## src/sv/dspm_pkg.sv

```systemverilog
// ----------------------------------------------------------------------------
// dspm_pkg
// Shared types and constants for the dot-star pattern matcher: token store
// size, position-set widths, special pattern bytes and command codes.
// ----------------------------------------------------------------------------
package dspm_pkg;

  // Token store capacity (1 .. 64)
  localparam int MAX_TOKENS = 16;

  // Position set holds one bit per token boundary
  localparam int POS_W = MAX_TOKENS + 1;
  // Token count runs 0 .. MAX_TOKENS
  localparam int CNT_W = $clog2(MAX_TOKENS + 1);
  // Index into the token store
  localparam int IDX_W = (MAX_TOKENS > 1) ? $clog2(MAX_TOKENS) : 1;

  // Stream widths
  localparam int SYM_W      = 8;
  localparam int CMD_W      = 2;
  localparam int OUT_DATA_W = 8;

  // Special pattern bytes
  localparam logic [SYM_W-1:0] SYM_STAR = 8'h2A;
  localparam logic [SYM_W-1:0] SYM_DOT  = 8'h2E;

  // Item kinds carried on tuser
  typedef enum logic [CMD_W-1:0] {
    CMD_CLEAR  = 2'd0,  // clear pattern
    CMD_APPEND = 2'd1,  // append pattern byte
    CMD_BEGIN  = 2'd2,  // begin empty text
    CMD_TEXT   = 2'd3   // text byte
  } cmd_t;

endpackage

```

## src/sv/dot_star_pattern_matcher.sv

```systemverilog
// ----------------------------------------------------------------------------
// dot_star_pattern_matcher
// Whole-string matcher for patterns of literal bytes, '.' and 'x*', run as a
// bit-parallel position-set automaton over a streamed text.
// ----------------------------------------------------------------------------
// Every accepted item produces exactly one result item. Items are accepted
// at one per cycle, except while a result waits on the output side and the
// input register is full. Each result is offered from the result register:
// the item waits in the input register; the token compare, position-set
// update and star closure then load the result register from it.
// The closure over starred tokens is done as a single carry-propagate add,
// which is the longest path in the block. Pattern bytes go in with kind 1
// (up to MAX_TOKENS tokens; extra bytes are dropped and flagged until the
// next clear), text bytes with kind 3; kinds 0 and 2 clear the pattern or
// restart the text. The result says whether the whole text since the last
// restart matches the whole pattern. Input back-pressure only occurs while
// a result waits on the output side.
module dot_star_pattern_matcher (
  input  logic                               clk,
  input  logic                               rst,
  // Input stream
  input  logic                               s_tvalid,
  output logic                               s_tready,
  input  logic [dspm_pkg::SYM_W-1:0]         s_tdata,   // [7:0] symbol
  input  logic [dspm_pkg::CMD_W-1:0]         s_tuser,   // [1:0] command
  // Result stream
  output logic                               m_tvalid,
  input  logic                               m_tready,
  output logic [dspm_pkg::OUT_DATA_W-1:0]    m_tdata    // [0] matched,
                                                        // [1] pattern_overflow,
                                                        // [7:2] zero
);
  import dspm_pkg::*;

  // Input register
  logic             s1_valid;
  cmd_t             s1_cmd;
  logic [SYM_W-1:0] s1_sym;

  // Pattern and automaton state
  logic [SYM_W-1:0]      token_bytes [MAX_TOKENS];
  logic [MAX_TOKENS-1:0] token_starred;
  logic [CNT_W-1:0]      token_count;
  logic [POS_W-1:0]      active;
  logic                  overflow_seen;

  // Result register
  logic matched;
  logic pattern_overflow;

  // Next-state values
  logic [MAX_TOKENS-1:0] token_starred_next;
  logic [CNT_W-1:0]      token_count_next;
  logic [POS_W-1:0]      active_next;
  logic                  overflow_seen_next;
  logic                  matched_next;
  logic                  token_wr;

  logic                  out_free;
  logic                  step;
  logic [IDX_W-1:0]      wr_idx;
  logic [IDX_W-1:0]      last_idx;
  logic [CNT_W-1:0]      count_dec;
  logic [POS_W-1:0]      stepped;
  logic [POS_W-1:0]      base_set;
  logic [POS_W-1:0]      prop;
  logic [POS_W-1:0]      gen;
  logic [POS_W:0]        close_sum;
  logic [POS_W:0]        close_carry;

  // Handshake: output register frees when empty or taken
  assign out_free = !m_tvalid || m_tready;
  assign s_tready = !s1_valid || out_free;
  assign step     = s1_valid && out_free;

  assign wr_idx    = token_count[IDX_W-1:0];
  assign count_dec = token_count - CNT_W'(1);
  assign last_idx  = count_dec[IDX_W-1:0];

  // Advance the position set by one text byte
  always_comb begin
    stepped = '0;
    for (int i = 0; i < MAX_TOKENS; i++) begin
      if (active[i] && (CNT_W'(i) < token_count) &&
          (token_bytes[i] == SYM_DOT || token_bytes[i] == s1_sym)) begin
        if (token_starred[i]) begin
          stepped[i] = 1'b1;
        end else begin
          stepped[i+1] = 1'b1;
        end
      end
    end
  end

  // Command decode: pattern edits and choice of the unclosed position set
  always_comb begin
    token_starred_next = token_starred;
    token_count_next   = token_count;
    overflow_seen_next = overflow_seen;
    token_wr           = 1'b0;
    base_set           = POS_W'(1);
    case (s1_cmd)
      CMD_CLEAR: begin
        token_count_next   = '0;
        overflow_seen_next = 1'b0;
      end
      CMD_APPEND: begin
        if (s1_sym == SYM_STAR && token_count != '0 && !token_starred[last_idx]) begin
          token_starred_next[last_idx] = 1'b1;
        end else if (token_count < CNT_W'(MAX_TOKENS)) begin
          token_starred_next[wr_idx] = 1'b0;
          token_wr                   = 1'b1;
          token_count_next           = token_count + CNT_W'(1);
        end else begin
          overflow_seen_next = 1'b1;
        end
      end
      CMD_BEGIN: begin
        base_set = POS_W'(1);
      end
      default: begin
        base_set = stepped;
      end
    endcase
  end

  // Star closure: a position reaches forward across a run of starred tokens,
  // which is carry propagation with generate = set & starred
  always_comb begin
    prop = '0;
    for (int i = 0; i < MAX_TOKENS; i++) begin
      prop[i] = token_starred_next[i] && (CNT_W'(i) < token_count_next);
    end
    gen          = base_set & prop;
    close_sum    = {1'b0, gen} + {1'b0, prop};
    close_carry  = close_sum ^ {1'b0, gen} ^ {1'b0, prop};
    active_next  = base_set | close_carry[POS_W-1:0];
    matched_next = active_next[token_count_next];
  end

  // Control state
  always_ff @(posedge clk) begin
    if (rst) begin
      s1_valid      <= 1'b0;
      m_tvalid      <= 1'b0;
      token_count   <= '0;
      overflow_seen <= 1'b0;
      active        <= POS_W'(1);
    end else begin
      if (s_tready) begin
        s1_valid <= s_tvalid;
      end
      if (out_free) begin
        m_tvalid <= s1_valid;
      end
      if (step) begin
        token_count   <= token_count_next;
        overflow_seen <= overflow_seen_next;
        active        <= active_next;
      end
    end
  end

  // Payload registers
  always_ff @(posedge clk) begin
    if (s_tready && s_tvalid) begin
      s1_cmd <= cmd_t'(s_tuser);
      s1_sym <= s_tdata;
    end
    if (step) begin
      token_starred    <= token_starred_next;
      matched          <= matched_next;
      pattern_overflow <= overflow_seen_next;
    end
    if (step && token_wr) begin
      token_bytes[wr_idx] <= s1_sym;
    end
  end

  assign m_tdata = {{(OUT_DATA_W-2){1'b0}}, pattern_overflow, matched};

endmodule

```

## config.mk

```make
export PLATFORM = sky130hd
export DESIGN_NAME = dot_star_pattern_matcher
export DESIGN_NICKNAME = d
export VERILOG_FILES = /design/src/sv/dspm_pkg.sv /design/src/sv/dot_star_pattern_matcher.sv
export SDC_FILE = /design/constraint.sdc
export NUM_CORES = 1
export LEC_CHECK = 0
export ABC_AREA = 1
export BUFFER_PORTS_ARGS = -buffer_cell sky130_fd_sc_hd__buf_2
export CAP_MARGIN = 0
export CORE_MARGIN = 1.5
export CORE_UTILIZATION = 60
export CTS_CLUSTER_DIAMETER = 120
export DETAILED_ROUTE_END_ITERATION = 16
export MAX_ROUTING_LAYER = met4
export PLACE_DENSITY_LB_ADDON = 0.12
export SLEW_MARGIN = 20
export SYNTH_ARGS = -nofsm -noshare
export SYNTH_HDL_FRONTEND = slang
export SYNTH_SLANG_ARGS = --single-unit
```

## constraint.sdc

```tcl
create_clock -name clk -period 8.9 [get_ports clk]
set_input_delay 0.89 -clock clk [delete_from_list [all_inputs] [get_ports clk]]
set_output_delay 0.89 -clock clk [all_outputs]
set_load 0.01 [all_outputs]
```

* After elaboration in Yosys (flattened, before gate mapping) *
Memories as Yosys holds them, arrays and structs flattened.
Cells that the tools add are included.

operators by class
  reduce and logical (&&, ||, !) cells = 79
  muxes and demuxes = 71
  bitwise gates (word level) = 7
  magnitude comparators = 38
  equal/unequal tests = 35
  add/sub/neg operators = 3

operators with widths
  kind                                                         number
  == test 8 x 6 -> 1 bit (second input constant)               17
  == test 8 bit                                                16
  less-than comparator 4 x 5 -> 1 bit (first input constant)   16
  logical AND 1 bit                                            55
  2-to-1 mux 16 bit                                            3
  2-to-1 mux 1 bit                                             43
  less-than comparator 3 x 5 -> 1 bit (first input constant)   8
  2-to-1 mux 2 bit                                             16
  less-than comparator 1 x 5 -> 1 bit (first input constant)   4
  less-than comparator 2 x 5 -> 1 bit (first input constant)   4
  logical OR 1 bit                                             18
  adder 17 x 16 -> 17 bit                                      1
  AND 17 x 16 -> 17 bit                                        1
  2-to-1 mux 17 bit                                            1
  bitwise OR 17 bit                                            1
  XOR 17 x 16 -> 17 bit                                        1
  XOR 17 bit                                                   1
  AND 16 bit                                                   1
  NOT 16 bit                                                   1
  bitwise OR 16 bit                                            1
  less-than comparator 4 x 5 -> 1 bit (second input constant)  2
  2-to-1 mux 5 bit                                             2
  case mux 5 bit (2 select lines)                              1
  demux 1 bit (select 4 bit)                                   2
  other kinds (14)                                             17

word-level totals
  memories = 1
  output and inout port bits = 10
  flip-flop bits (word level) = 52
  bits in writable memories = 128
  input port bits = 14

memory list
  name         depth  bits a word  read ports  clocked after memory_dff  wr ports  RTL line                        source
  token_bytes  16     8            16          0                         1         dot_star_pattern_matcher.sv:41  logic [SYM_W-1:0] token_bytes [MAX_TOKENS];

* Logic depth before layout (Yosys ltp) *
An unclocked memory read counts as a cell.

  depth in word-level cells = 43
  mapped depth = 33
  depth with buffers taken out = 32

* Least setup slack after synthesis *
No wires, ideal clock.

  path type = register to register
  from = register token_count[0]
  to = register matched (data pin)
  stages on the path, launching flop included = 29
  setup slack = 5.308 ns
  arrival time = 3.338 ns
  library setup time = 0.254 ns
  data required time = 8.646 ns
  clock period less this slack = 3.592 ns
  cell sequence = dfxtp_1 > inv_2 > buf_4 > ha_1 > inv_1 > nand3_1 > nand3_1 > nand3_4 > nand3_2 > buf_6 > nand2_2 > nand3_2 > nand2_2 > nor2_8 > nand2_1 > nand2_1 > inv_1 > nand2_1 > inv_1 > ha_1 > nand2_1 > nand3_1 > o21ai_1 > nand3_1 > nand2_1 > a21boi_1 > a21oi_1 > a21oi_1 > nand2_1

on the way
  longest elaborated chain between the ends = 17
  elaborated cells on any way between the ends = 147

ends and longest elaborated chain
  what                                                                              RTL line                         source
  start: declaration                                                                dot_star_pattern_matcher.sv:43   logic [CNT_W-1:0] token_count;
  start signal: assignment                                                          dot_star_pattern_matcher.sv:157  token_count <= token_count_next;
  parallel branches: the longest is 15 deep, another holds adder 17 x 16 -> 17 bit  n/a
  binary-select mux 1 bit (select 5 bit) *                                          dot_star_pattern_matcher.sv:138  matched_next = active_next[token_count_next];
  2-to-1 mux 1 bit (implied by the code) *                                          dot_star_pattern_matcher.sv:138
  via matched_next                                                                  dot_star_pattern_matcher.sv:56   logic matched_next;
  end signal: assignment                                                            dot_star_pattern_matcher.sv:172  matched <= matched_next;
  end: declaration                                                                  dot_star_pattern_matcher.sv:48   logic matched;

Mark *: on every way through the listed nets, which the timed path passes. The select of a mux whose other input is x is not followed.
A chain may end at the register's enable or synchronous reset.

* Worst setup path in the final report *
Same ends and word-level chain as after synthesis.

==> results_dict.tcl <==
set metrics [dict create \
    status "finished clean" \
    cap_violations 0 \
    post-place-cells 1428 \
    tightestPinTransition_ns 0.814 \
    antenna_found_initial 0 \
    dp_slack_ns 4.11 \
    drive_above_1_share_pct 12.1 \
    crit_type "reg2reg" \
    synthToLayoutAreaGrowth_pct 7.72 \
    cts_tree "yes" \
    die_w_um 137 \
    drc_errors 0 \
    clock_path_buffers 2 \
    final_nets 1242 \
    ys_seq_area_share_pct 48.1 \
    finalMaxSlewViolations 0 \
    drt_pass1_iterations 6 \
    yosys.area.top_type "edfxtp_1" \
    grt_pass1_vias 7777 \
    synth_cell_types 57 \
    synth_most_common_cell "nand2_1" \
    cp_common_cell "nand2_1" \
    synth_fa_ha_area_share_pct 0.699 \
    fillers 1468 \
    diodes 0 \
    gr-total-overflow 0 \
    clkSinkCount 180 \
    h-tree-depth 4 \
    drt-vias-per-instance 5.90 \
    path_max_fanout 21 \
    finalHoldViolCount 0 \
    synth-seq-cells 180 \
    place_area_um2 11000 \
    post_cts_buffers 0 \
    final.setup.tns_ns 0 \
    critPathRequiredTime_ns 9.09 \
    dieArea_um2 18700 \
    antenna_left 0 \
    max-slew-margin-rel_pct 45.5 \
    synthMuxAreaShare_pct 0 \
    drt_wl_total_um 28000 \
    clk_pin_slew_ns 0.08 \
    cts_hold_buf 0 \
    synth_edf_count 156 \
    clk_latency_ns 0.43 \
    cts_root_buf "clkbuf_16" \
    routabilityCongestion 1.06 \
    rows 48 \
    ios 24 \
    ys.flop_type "edfxtp_1" \
    ir_drop_v 0.000141 \
    netlist_area_um2 10700 \
    hold_path.class "reg2reg" \
    port-buffer-count 17 \
    finalClockSkew_ns 0.0125 \
    period_minus_slack_ns 4.94 \
    synth-simple-area-share_pct 26.5 \
    grt_pass1_wl_um 43200 \
    fin_ws_ns 3.96 \
    cts_resized 0 \
    rsz0062_at_grt "no" \
    fmax_ghz 0.203 \
    grt_util_all_layers_pct 32.3 \
    synthTopCellsByArea "edfxtp_1, xnor2_1, nand2_1" \
    final_cells 1460 \
    cts_made_buffers 17 \
    power.leakage_nw 4.52 \
    yosysWarnings 0 \
    core_um2 17400 \
    synth.top_cell.area_share_pct 43.6 \
    syn_avg_cell_area_um2 8.88 \
    synth_cells 1209 \
    async_flop_share_pct 0 \
    p_per_area_nw_per_um2 168 \
    fp.dieH_um 137 \
    fin_hold_ws_ns 0.507 \
    cp_slowest_cell "dfxtp_1" \
    design_area_um2 11600 \
    drt_iter0_drc 1094 \
    holdPathStages 2 \
    yosys.area_share.xor_xnor_pct 8.88 \
    routedWlPerCell_um 19.2 \
    cp-start-kind "register" \
    setup-violations-final 0 \
    arrival_ns 5.13 \
    cp-end-kind "register" \
    grt_max_degree 47 \
    dpl.hpwl_um 20400 \
    cpPeakStageDelay_ns 0.59 \
    synth_top_family_by_area "simple AND/OR/NAND/NOR gates" \
    fin_crit_sh_pct 55.5 \
    vias 8609 \
    start_util_pct 61.6 \
    synth_commonest_cells "nand2_1, edfxtp_1, inv_1" \
    synth-compound-area-share_pct 7.70 \
    r2r_cells 32 \
]
==> registers in the layout, summed over array words and instances, names as in the netlist <==
signal,flops
token_count,5
matched,1
active,16
overflow_seen,1
s1_valid,1
m_tvalid,1
s1_cmd,2
s1_sym,8
pattern_overflow,1
token_bytes,128
token_starred,16
==> metal layers <==
metal  global-route usage [%]  part of all wire [%]  up-vias
li1                         -                     -     4129
met1                     46.3                    45     4019
met2                     46.0                    44      424
met3                     6.96                   8.9       37
met4                     9.52                   2.1        0
met5                        -                     0        -
==> worst paths after layout <==
check	start	end	slack, ns
setup / recovery	token_count[0]	matched	3.96
hold / removal	active[4]	active[4]	0.51
setup reg to reg	token_count[0]	matched	3.96
hold reg to reg	active[4]	active[4]	0.51
==> through the flow <==
stage / power, W / util [%]
2_1_floorplan: 0.00114 / -
3_3_place_gp: 0.00121 / 63.0
3_5_place_dp: 0.00121 / 63.0
4_1_cts: 0.00194 / 66.4
5_1_grt: 0.00200 / 66.4
6_report: 0.00194 / 66.4
==> power by group <==
part / leakage, nW / switching (W) / internal [W]
clock: 0.281 / 0.000362 / 0.000378
sequential: 1.62 / 0.0000170 / 0.000933
combinational: 2.62 / 0.000174 / 0.0000716
total: 4.52 / 0.000554 / 0.00138
==> layout make-up <==
cell class              instances  area, um2  area share [%]
clock buffers                  18        429            3.71
clock inverters                14        158            1.36
inverters                     163        616            5.32
multi-input cells             830       4730            40.9
flip-flops and latches        180       5160            44.7
well taps                     225        282            2.43
repair buffers                 30        183            1.58
==> cell families (layout without fill, tap and decap cells) <==
kind of cell    Yosys count  count (layout)
other cells               1               6
xor+xnor                108             108
compound gates          141             141
buf+inv                 204             225
simple gates            569             569
fa+ha+maj                 6               6
flops                   180             180
==> critical path, delay by kind of cell (launching register included) <==
kind            cells  cell delay [ns]
simple gates       23             2.59
buf+inv             6             0.68
fa+ha+maj           2             0.67
flops               1             0.59
compound gates      1             0.12
==> placed cells by master (no fill, tap or decap), drive strengths merged, types with 12 or more instances in the layout <==
master	synthesis	routed
or2	14	14
o21ai	63	63
inv	159	167
nand4	68	68
clkbuf	11	18
nand3	108	108
xnor2	96	96
xor2	12	12
nor2	106	106
nor3	17	17
nor4	14	14
dfxtp	24	24
nand2	232	232
buf	30	30
a21oi	40	40
edfxtp	156	156
No activity file was read; power rests on OpenSTA's default activity.
